==> src/rtl/core/pbcd_pkg.sv <==
// ----------------------------------------------------------------------------
// pbcd_pkg
// Types and constants shared by the pushbuffer command decoder files.
// ----------------------------------------------------------------------------
`default_nettype none

package pbcd_pkg;

  localparam int CHANNELS = 8;

  localparam int CHANNEL_W = 3;
  localparam int WORD_W = 32;
  localparam int INDEX_W = 11;
  localparam int SUBCH_W = 3;
  localparam int COUNT_W = 11;
  localparam int MADDR_W = 13;
  localparam int ERR_W = 3;
  localparam int CFG_INDEX_W = 1;

  localparam logic [CFG_INDEX_W-1:0] REG_BUFFER_BASE = 1'd0;
  localparam logic [CFG_INDEX_W-1:0] REG_BUFFER_LIMIT = 1'd1;

  localparam logic [WORD_W-1:0] BUFFER_BASE_RESET = 32'h0000_0000;
  localparam logic [WORD_W-1:0] BUFFER_LIMIT_RESET = 32'h01FF_FFFF;

  localparam logic OP_SUBMIT = 1'b0;
  localparam logic OP_DELIVER = 1'b1;

  localparam logic [ERR_W-1:0] ERR_NONE = 3'd0;
  localparam logic [ERR_W-1:0] ERR_MEM = 3'd1;
  localparam logic [ERR_W-1:0] ERR_NEST = 3'd2;
  localparam logic [ERR_W-1:0] ERR_RET = 3'd3;
  localparam logic [ERR_W-1:0] ERR_CMD = 3'd4;

  localparam logic [WORD_W-1:0] OLD_JUMP_MASK = 32'hE000_0003;
  localparam logic [WORD_W-1:0] OLD_JUMP_CODE = 32'h2000_0000;
  localparam logic [WORD_W-1:0] OLD_JUMP_ADDR = 32'h1FFF_FFFF;
  localparam logic [WORD_W-1:0] ADDR_MASK = 32'hFFFF_FFFC;
  localparam logic [WORD_W-1:0] RETURN_CODE = 32'h0002_0000;
  localparam logic [WORD_W-1:0] HEADER_MASK = 32'hE003_0003;
  localparam logic [WORD_W-1:0] HEADER_INC = 32'h0000_0000;
  localparam logic [WORD_W-1:0] HEADER_NONINC = 32'h4000_0000;
  localparam logic [WORD_W-1:0] WORD_STEP = 32'd4;

  localparam logic [1:0] TAG_JUMP = 2'd1;
  localparam logic [1:0] TAG_CALL = 2'd2;

  typedef struct packed {
    logic operation;
    logic [CHANNEL_W-1:0] channel;
    logic [WORD_W-1:0] value;
  } cmd_t;

  typedef struct packed {
    logic fetch_valid;
    logic [WORD_W-1:0] fetch_address;
    logic [WORD_W-1:0] get_pointer;
    logic method_valid;
    logic is_bind;
    logic [SUBCH_W-1:0] subchannel;
    logic [MADDR_W-1:0] method_address;
    logic [WORD_W-1:0] method_data;
    logic [ERR_W-1:0] error_code;
  } res_t;

  typedef struct packed {
    logic [WORD_W-1:0] get_ptr;
    logic [WORD_W-1:0] put_ptr;
    logic [INDEX_W-1:0] method_index;
    logic [SUBCH_W-1:0] active_subchannel;
    logic [COUNT_W-1:0] remaining_count;
    logic non_increasing;
    logic in_subroutine;
    logic [WORD_W-1:0] return_address;
  } chan_state_t;

endpackage

`default_nettype wire

==> src/rtl/core/pbcd_cmd_if.sv <==
// ----------------------------------------------------------------------------
// pbcd_cmd_if
// Input channel: submit and deliver beats with valid/ready handshake.
// ----------------------------------------------------------------------------
`default_nettype none

interface pbcd_cmd_if;
  logic valid;
  logic ready;
  pbcd_pkg::cmd_t payload;

  modport source (output valid, output payload, input ready);
  modport sink (input valid, input payload, output ready);
endinterface

`default_nettype wire

==> src/rtl/core/pbcd_res_if.sv <==
// ----------------------------------------------------------------------------
// pbcd_res_if
// Result channel: one status beat per input beat, valid/ready handshake.
// ----------------------------------------------------------------------------
`default_nettype none

interface pbcd_res_if;
  logic valid;
  logic ready;
  pbcd_pkg::res_t payload;

  modport source (output valid, output payload, input ready);
  modport sink (input valid, input payload, output ready);
endinterface

`default_nettype wire

==> src/rtl/core/pbcd_decode.sv <==
// ----------------------------------------------------------------------------
// pbcd_decode
// Decodes one beat against one channel's state: next state and result.
// ----------------------------------------------------------------------------
`default_nettype none

module pbcd_decode (
  input  wire logic                        operation,
  input  wire logic [pbcd_pkg::WORD_W-1:0] value,
  input  wire logic [pbcd_pkg::WORD_W-1:0] buffer_base,
  input  wire logic [pbcd_pkg::WORD_W-1:0] buffer_limit,
  input  wire pbcd_pkg::chan_state_t       cur,
  output pbcd_pkg::chan_state_t            nxt,
  output pbcd_pkg::res_t                   res
);

  logic [pbcd_pkg::WORD_W-1:0] step_ptr;
  logic [pbcd_pkg::WORD_W-1:0] g;
  logic [pbcd_pkg::ERR_W-1:0] err;
  logic idle;
  logic can_fetch;

  assign step_ptr = cur.get_ptr + pbcd_pkg::WORD_STEP;
  assign can_fetch = (cur.get_ptr != cur.put_ptr) && (cur.get_ptr < buffer_limit);

  always_comb begin
    nxt = cur;
    err = pbcd_pkg::ERR_NONE;
    idle = 1'b0;
    res = '0;
    g = step_ptr;

    if (operation == pbcd_pkg::OP_SUBMIT) begin
      if (value == '0) begin
        idle = 1'b1;
      end else begin
        nxt.put_ptr = value;
      end
    end else if (can_fetch) begin
      if (cur.remaining_count != '0) begin
        res.method_valid = 1'b1;
        res.is_bind = (cur.method_index == '0);
        res.subchannel = cur.active_subchannel;
        res.method_address = {cur.method_index, 2'b00};
        res.method_data = value;
        if (!cur.non_increasing) begin
          nxt.method_index = cur.method_index + 1'b1;
        end
        nxt.remaining_count = cur.remaining_count - 1'b1;
      end else if ((value & pbcd_pkg::OLD_JUMP_MASK) == pbcd_pkg::OLD_JUMP_CODE) begin
        g = value & pbcd_pkg::OLD_JUMP_ADDR;
      end else if (value[1:0] == pbcd_pkg::TAG_JUMP) begin
        g = value & pbcd_pkg::ADDR_MASK;
      end else if (value[1:0] == pbcd_pkg::TAG_CALL) begin
        if (cur.in_subroutine) begin
          err = pbcd_pkg::ERR_NEST;
        end else begin
          nxt.return_address = step_ptr & pbcd_pkg::ADDR_MASK;
          nxt.in_subroutine = 1'b1;
          g = value & pbcd_pkg::ADDR_MASK;
        end
      end else if (value == pbcd_pkg::RETURN_CODE) begin
        if (!cur.in_subroutine) begin
          err = pbcd_pkg::ERR_RET;
        end else begin
          g = cur.return_address & pbcd_pkg::ADDR_MASK;
          nxt.return_address = '0;
          nxt.in_subroutine = 1'b0;
        end
      end else if ((value & pbcd_pkg::HEADER_MASK) == pbcd_pkg::HEADER_INC ||
                   (value & pbcd_pkg::HEADER_MASK) == pbcd_pkg::HEADER_NONINC) begin
        nxt.method_index = value[12:2];
        nxt.active_subchannel = value[15:13];
        nxt.remaining_count = value[28:18];
        nxt.non_increasing = value[30];
      end else begin
        err = pbcd_pkg::ERR_CMD;
      end
      nxt.get_ptr = g;
    end

    if (err == pbcd_pkg::ERR_NONE && !idle && nxt.get_ptr != nxt.put_ptr) begin
      if (nxt.get_ptr >= buffer_limit) begin
        err = pbcd_pkg::ERR_MEM;
      end else begin
        res.fetch_valid = 1'b1;
      end
    end
    res.fetch_address = buffer_base + nxt.get_ptr;
    res.get_pointer = nxt.get_ptr;
    res.error_code = err;
  end

endmodule

`default_nettype wire

==> src/rtl/core/pushbuffer_command_decoder_unit.sv <==
// ----------------------------------------------------------------------------
// pushbuffer_command_decoder_unit
// Per-channel pushbuffer command decoder with registered input and result.
// ----------------------------------------------------------------------------
// Every beat on cmd (a put pointer submit or a fetched word for one channel)
// produces exactly one status beat on res, through the input and result
// registers. A new beat is taken every cycle: the input register feeds the
// channel state read, decode and state write-back in the same cycle, so beats
// for the same channel may follow back to back. Throughput drops below one beat
// per cycle only while res holds ready low. The user must write buffer_base and
// buffer_limit through the cfg port while no beat is in flight; not enforced.
`default_nettype none

module pushbuffer_command_decoder_unit (
  input  wire logic                             clk,
  input  wire logic                             rst,
  pbcd_cmd_if.sink                              cmd,
  pbcd_res_if.source                            res,
  input  wire logic                             cfg_write,
  input  wire logic [pbcd_pkg::CFG_INDEX_W-1:0] cfg_index,
  input  wire logic [pbcd_pkg::WORD_W-1:0]      cfg_data
);

  logic [pbcd_pkg::WORD_W-1:0] buffer_base;
  logic [pbcd_pkg::WORD_W-1:0] buffer_limit;

  pbcd_pkg::chan_state_t state [pbcd_pkg::CHANNELS];

  logic stage_valid;
  pbcd_pkg::cmd_t stage;

  logic out_valid;
  pbcd_pkg::res_t out_data;

  logic advance;
  logic channel_ok;
  pbcd_pkg::chan_state_t cur;
  pbcd_pkg::chan_state_t nxt;
  pbcd_pkg::res_t res_next;

  assign advance = stage_valid && (!out_valid || res.ready);
  assign cmd.ready = !stage_valid || advance;
  assign channel_ok = int'(stage.channel) < pbcd_pkg::CHANNELS;
  assign cur = channel_ok ? state[stage.channel] : '0;

  pbcd_decode u_decode (
    .operation    (stage.operation),
    .value        (stage.value),
    .buffer_base  (buffer_base),
    .buffer_limit (buffer_limit),
    .cur          (cur),
    .nxt          (nxt),
    .res          (res_next)
  );

  // configuration registers
  always_ff @(posedge clk) begin
    if (rst) begin
      buffer_base <= pbcd_pkg::BUFFER_BASE_RESET;
      buffer_limit <= pbcd_pkg::BUFFER_LIMIT_RESET;
    end else if (cfg_write) begin
      case (cfg_index)
        pbcd_pkg::REG_BUFFER_BASE: buffer_base <= cfg_data;
        pbcd_pkg::REG_BUFFER_LIMIT: buffer_limit <= cfg_data;
        default: ;
      endcase
    end
  end

  // input register
  always_ff @(posedge clk) begin
    if (rst) begin
      stage_valid <= 1'b0;
    end else if (cmd.ready) begin
      stage_valid <= cmd.valid;
    end
  end

  always_ff @(posedge clk) begin
    if (cmd.ready && cmd.valid) begin
      stage <= cmd.payload;
    end
  end

  // channel state write-back
  always_ff @(posedge clk) begin
    if (rst) begin
      for (int i = 0; i < pbcd_pkg::CHANNELS; i++) begin
        state[i] <= '0;
      end
    end else if (advance && channel_ok) begin
      state[stage.channel] <= nxt;
    end
  end

  // result register
  always_ff @(posedge clk) begin
    if (rst) begin
      out_valid <= 1'b0;
    end else if (advance) begin
      out_valid <= 1'b1;
    end else if (res.ready) begin
      out_valid <= 1'b0;
    end
  end

  always_ff @(posedge clk) begin
    if (advance) begin
      out_data <= channel_ok ? res_next : '0;
    end
  end

  assign res.valid = out_valid;
  assign res.payload = out_data;

endmodule

`default_nettype wire

==> src/flat_wrapper.sv <==
// flat-port wrapper written by rule: the top's interface ports become plain ports
module pushbuffer_command_decoder_unit_flat 
  (clk, rst, cfg_write, cfg_index, cfg_data, cmd_valid, cmd_payload, cmd_ready, res_valid, res_payload, res_ready);
  pbcd_cmd_if cmd_i ();
  pbcd_res_if res_i ();
  input  wire logic clk;
  input  wire logic rst;
  input  wire logic cfg_write;
  input  wire logic [pbcd_pkg::CFG_INDEX_W-1:0] cfg_index;
  input  wire logic [pbcd_pkg::WORD_W-1:0] cfg_data;
  input wire logic [$bits(cmd_i.valid)-1:0] cmd_valid;
  input wire logic [$bits(cmd_i.payload)-1:0] cmd_payload;
  output wire logic [$bits(cmd_i.ready)-1:0] cmd_ready;
  output wire logic [$bits(res_i.valid)-1:0] res_valid;
  output wire logic [$bits(res_i.payload)-1:0] res_payload;
  input wire logic [$bits(res_i.ready)-1:0] res_ready;
  assign cmd_i.valid = cmd_valid;
  assign cmd_i.payload = cmd_payload;
  assign cmd_ready = cmd_i.ready;
  assign res_valid = res_i.valid;
  assign res_payload = res_i.payload;
  assign res_i.ready = res_ready;
  pushbuffer_command_decoder_unit u_core (.clk(clk), .rst(rst), .cmd(cmd_i), .res(res_i), .cfg_write(cfg_write), .cfg_index(cfg_index), .cfg_data(cfg_data));
endmodule
==> config.mk <==
export PLATFORM = sky130hd
export DESIGN_NAME = pushbuffer_command_decoder_unit_flat
export DESIGN_NICKNAME = d
export VERILOG_FILES = /design/src/rtl/core/pbcd_pkg.sv /design/src/rtl/core/pbcd_cmd_if.sv /design/src/rtl/core/pbcd_res_if.sv /design/src/rtl/core/pbcd_decode.sv /design/src/rtl/core/pushbuffer_command_decoder_unit.sv /design/src/flat_wrapper.sv
export SDC_FILE = /design/constraint.sdc
export NUM_CORES = 2
export LEC_CHECK = 0
export BUFFER_PORTS_ARGS = -buffer_cell sky130_fd_sc_hd__buf_2
export CELL_PAD_IN_SITES_DETAIL_PLACEMENT = 1
export CELL_PAD_IN_SITES_GLOBAL_PLACEMENT = 1
export CORE_ASPECT_RATIO = 1.25
export CORE_MARGIN = 8
export CORE_UTILIZATION = 52
export CTS_CLUSTER_SIZE = 10
export DETAILED_ROUTE_END_ITERATION = 10
export PLACE_DENSITY = 0.91
export SYNTH_ARGS = -nofsm -noshare
export SYNTH_HDL_FRONTEND = slang
export SYNTH_SLANG_ARGS = --single-unit
==> constraint.sdc <==
create_clock -name clk -period 10.3 [get_ports clk]
set_input_delay 2.06 -clock clk [delete_from_list [all_inputs] [get_ports clk]]
set_output_delay 2.06 -clock clk [all_outputs]
set_load 0.02 [all_outputs]
# == Word level (Yosys, flattened, before mapping) ==
# Memory sizes are Yosys's and may differ from the RTL's. A register that Yosys moved wholly into a read port is not among the register bits.
# Index checks and enable logic that the tools add are counted.
# op_classes
addsub,4
n_lt_le_gt_ge,2
eq_ne,7
muxes,54
bitwise_logic,1
reduce_logical,22
# op_table
operator,count
$mux 32,13
$mux 59,4
$mux 123,1
$reduce_or 123->1,1
$mux 26,3
$mux 33,2
$logic_not 32->1,2
$ne 32x32->1,2
$mux 50,1
$mux 3,13
$mux 34,1
$mux 11,3
$add 32x3->32 const B,1
$add 32x32->32,1
$eq 32x18->1 const B,1
$ge 32x32->1,1
$lt 32x32->1,1
$add 11x1->11 const B,1
$logic_not 11->1,1
$mux 1,11
$reduce_bool 11->1,1
$sub 11x1->11 const B,1
$eq 7x6->1 const B,1
$reduce_and 2->1,3
11 further kinds,20
# totals
register_bits,220
mem_bits_rw,984
input_bits,74
out_inout_bits,120
elab_cells,108
mem_count,1
# memory_table
memory,depth,word_bits,read_ports,rd_clocked_by_memory_dff,wr,line_no,source
u_core.state,8,123,1,1,8,pushbuffer_command_decoder_unit.sv:27,pbcd_pkg::chan_state_t state [pbcd_pkg::CHANNELS];

# == Longest topological paths before layout ==
# depth
ltp_word,14
depth_mapped,41
ltp_nobuf,29

# == By module ==
# From an unflattened synthesis, not the netlist that was laid out.
# unflattened
hier_cells,4234
hier_area_um2,59076.7
# by_module_without_submodules
module,instances,cells_each,area_each_um2,seq_area_each_um2
pushbuffer_command_decoder_unit,1,2990,50901.3,35554.1
pbcd_decode,1,1244,8175.3,0.0

# == Worst setup path before layout ==
# Ideal clock, no wire load.
# synth_path
kind,register -> register
start,register with a tool-made name
end,"register u_core.out_data, in the netlist u_core.res.payload[112] (data pin)"
setup_ns,0.258
t_arrival_ns,8.126
required_ns,10.042
setup_slack_ns,1.917
stages_incl_launch_ff,38
n_path_buf,11
synth_period_minus_slack_ns,8.383
path_cell_list,dfxtp_1 > buf_2 > buf_2 > buf_2 > buf_4 > buf_1 > buf_2 > clkbuf_1 > buf_2 > nand2_1 > nand2_1 > ha_1 > a21oi_1 > o21ai_0 > a221o_1 > a211o_1 > o21ai_0 > nand2_1 > [... 2 more ...] > buf_2 > clkbuf_1 > a21oi_1 > o221ai_1 > inv_1 > ha_1 > o21a_1 > o21ai_0 > a211oi_1 > o21ai_0 > o21ai_0 > o211ai_1 > a21boi_0 > o21ai_0 > a211oi_1 > a211oi_1 > o2bb2ai_1 > xnor2_1
# synth_lines
element,line_no,source
"end signal, assigned",pushbuffer_command_decoder_unit.sv:109,out_data <= channel_ok ? res_next : '0;
"end, declared",pushbuffer_command_decoder_unit.sv:33,pbcd_pkg::res_t out_data;

==> impl_metrics.py <==
metrics = {
    "die": {
        "die_h_um": 391,
        "start_util": 0.524,
        "fp-row-count": 137,
        "dieWidth_um": 316,
        "core_um2": 112000,
        "io_pins": 194,
        "die_area_um2": 123000,
    },
    "setup_path": {
        "crit_fanout": 81,
        "cp.required_ns": 10.84,
        "r2r-end": "u_core.res.payload[112]",
        "critPathKind": "reg2reg",
        "cp.arrival_ns": 10.36,
        "worstRegToRegCells": 23,
        "endpoint_kind": "flop",
        "cp-start-kind": "flop",
        "r2r_setup_slack_ns": 0.49,
    },
    "place": {
        "dp_slack_ns": 1.16,
        "io_buffers": 191,
        "dp.cells": 6150,
        "globalplace.congestion": 1.01,
        "dp_hpwl_mm": 148,
    },
    "cts": {
        "clkLatencyLatePin_ns": 0.81,
        "cts_max_level": 4,
        "holdBufCountCts": 0,
        "cts_setup_buffers": 0,
        "clock_sinks": 1189,
        "ctsResizeCount": 0,
        "clk_pin_slew_worst_paths_ns": 0.06,
        "cts_root_buf": "clkbuf_16",
        "clk_path_buf_depth": 3,
        "cts_buffers": 138,
        "cts_tree": "built",
    },
    "min_path": {
        "hold_depth": 2,
        "min-delay-start": "u_core.buffer_base[16]",
        "hp-class": "reg2reg",
        "hold_end": "u_core.buffer_base[16]",
    },
    "finish": {
        "drive_gt1_frac": 0.165,
        "fin_cells": 6362,
        "syn2layout_area_growth_pct": 11.2,
        "nets": 5004,
        "n_fill_cell": 10800,
    },
    "timing": {
        "setup_viol": 0,
        "tns_ns": 0,
        "max_freq_mhz": 102,
        "grt_setup_unrepaired": "no",
        "drv_slew": 0,
        "period_needed_ns": 9.81,
        "relSlewSlack": 0.104,
        "fin_ws_ns": 0.487,
        "min_period_over_period": 0.953,
        "clock_skew_ns": 0.0383,
        "tightest_slew_ns": 1.34,
        "finalHoldViolations": 0,
        "timing.hold.ws_ns": 0.465,
    },
    "detailed_routing": {
        "vias": 45600,
        "wl_per_cell_um": 36.6,
        "finalWirelength_mm": 233,
        "drt_iter0_markers": 7102,
        "viasPerCell": 7.17,
        "drc_errors": 0,
        "ant_nets": 0,
        "drt_pass1_iterations": 6,
    },
    "synthesis": {
        "syn-cell-area_um2": 58500,
        "yosysTopAreaCell": "edfxtp_1",
        "ys.warnings.count": 0,
        "synth_edf_count": 1120,
        "synth_area_leaders": "edfxtp_1 (58%), mux4_2 (8.8%), nor2_1 (6.9%), xnor2_1 (2.5%), dfxtp_1 (2.4%)",
        "synthFlopType": "edfxtp_1",
        "yosysUniqueCellTypes": 89,
        "synthTopCellsByCount": "edfxtp_1 (1,120), nor2_1 (1,075), nand2_1 (339)",
        "syn_avg_cell_area_um2": 12.5,
        "async_flop_share": 0,
        "synth_seq_cells": 1189,
        "syn_inst": 4670,
        "synth_top_area_frac": 0.575,
        "synthMostInstantiatedCell": "edfxtp_1",
        "ys_seq_area_frac": 0.599,
    },
    "global_route": {
        "grt_pass1_vias": 48400,
        "grt_usage": 0.370,
        "gr-total-overflow": 0,
        "grtUsageMet3": 0.113,
        "use_met1": 0.413,
        "antenna_found_initial": 8,
        "grt_pass1_wl_mm": 333,
        "grt_busiest_layer": "met2",
        "grt_max_degree": 82,
        "grt.met2_usage": 0.589,
    },
    "power": {
        "cellPowerDensity_nw_per_um2": 189,
        "ir_drop_mv": 0.170,
        "p_leak_nw": 24.4,
    },
    "run": {
        "cap_violations": 0,
    },
    "status": {
        "status": "finished clean",
    },
}
kinds of logic (layout without fill, tap and decap cells):
| kind of cell | count (synthesis) | count (layout) | share of synthesized area |
|---|---|---|---|
| simple gates | 1811 | 1811 | 0.132 |
| flops | 1189 | 1189 | 0.599 |
| compound gates | 518 | 518 | 0.0586 |
| buf+inv | 414 | 632 | 0.0306 |
| mux | 392 | 392 | 0.121 |
| xor+xnor | 246 | 246 | 0.0369 |
| fa+ha+maj | 99 | 99 | 0.0213 |
| other cells | 1 | 16 | 0.0000641 |
layout by cell type, fill, tap and decap left out, types with 66 or more instances in the layout:
master and count:
dfxtp_1 66, inv_1 111, mux4_2 229, buf_2 191
a21oi_1 129, o21ai_0 72, buf_4 121, xor2_1 81
mux2i_1 101, ha_1 98, clkbuf_16 141, nor2_1 1073
nand2_1 333, edfxtp_1 1120, nand3_1 81, xnor2_1 165
where the power goes:
part           switching, mW  internal [mW]  total [mW]  leakage [nW]
registers              0.169           5.53        5.70          12.1
clock network           2.02           2.50        4.51          1.88
logic                   1.44          0.638        2.07          10.5
total                   3.62           8.66        12.3          24.4
registers in the layout, summed over array words and instances (netlist names), named ones only:
signal and flops:
u_core.buffer_base 32, u_core.buffer_limit 32, u_core.res.payload 116, u_core.res.valid 1
u_core.stage 36, u_core.stage_valid 1, u_core.state 968
routing by layer:
layer,wire [um],share of wire
met2,108000,0.46
met1,73900,0.32
met3,28600,0.12
met4,22200,0.095
met5,13,0.000056
worst max-delay path by stage:
stage                                          to  cells after the start
after floorplan           u_core.res.payload[112]                     37
after global placement    u_core.res.payload[112]                     21
after detailed placement  u_core.res.payload[116]                     24
after CTS                 u_core.res.payload[112]                     25
after global routing      u_core.res.payload[112]                     26
final                     u_core.res.payload[112]                     23
cell type report:
| type | count | area [um2] | area share |
|---|---|---|---|
| timing repair buffer | 318 | 1980 | 0.0305 |
| inverter | 116 | 445 | 0.00685 |
| antenna | 14 | 35.0 | 0.000539 |
| tap | 1459 | 1830 | 0.0281 |
| clock buffer | 183 | 3690 | 0.0567 |
| sequential | 1189 | 35000 | 0.539 |
| clock inverter | 15 | 191 | 0.00294 |
| multi-input combinational | 3068 | 21800 | 0.336 |
worst max-delay path, cell delays in order (launching register included):
cell and delay, ns:
dfxtp_4 0.91, buf_12 0.52, mux2i_1 0.61, xor2_1 0.19
mux4_2 0.56, nor4_2 0.60, nand4_1 0.24, nor4_2 0.83
nor2_4 0.17, o21ai_1 0.77, inv_1 0.34, ha_1 0.45
a21oi_1 0.13, nand2b_1 0.23, a211oi_1 0.33, o21ai_0 0.30
o21ai_0 0.49, o211ai_1 0.16, a21boi_0 0.35, o21ai_0 0.19
a211oi_1 0.55, a211oi_1 0.22, o2bb2ai_1 0.19, xnor2_1 0.12
through the flow:
stage / cell area (um2) / util / power, mW
3_5_place_dp: 61100 / 0.548 / 7.72
5_1_grt: 65000 / 0.582 / 12.5
6_report: 65000 / 0.583 / 12.3
2_1_floorplan: 58500 / - / 6.93
3_3_place_gp: 61100 / 0.548 / 7.60
4_1_cts: 65000 / 0.582 / 12.2
(Power assumes the default switching activity.)
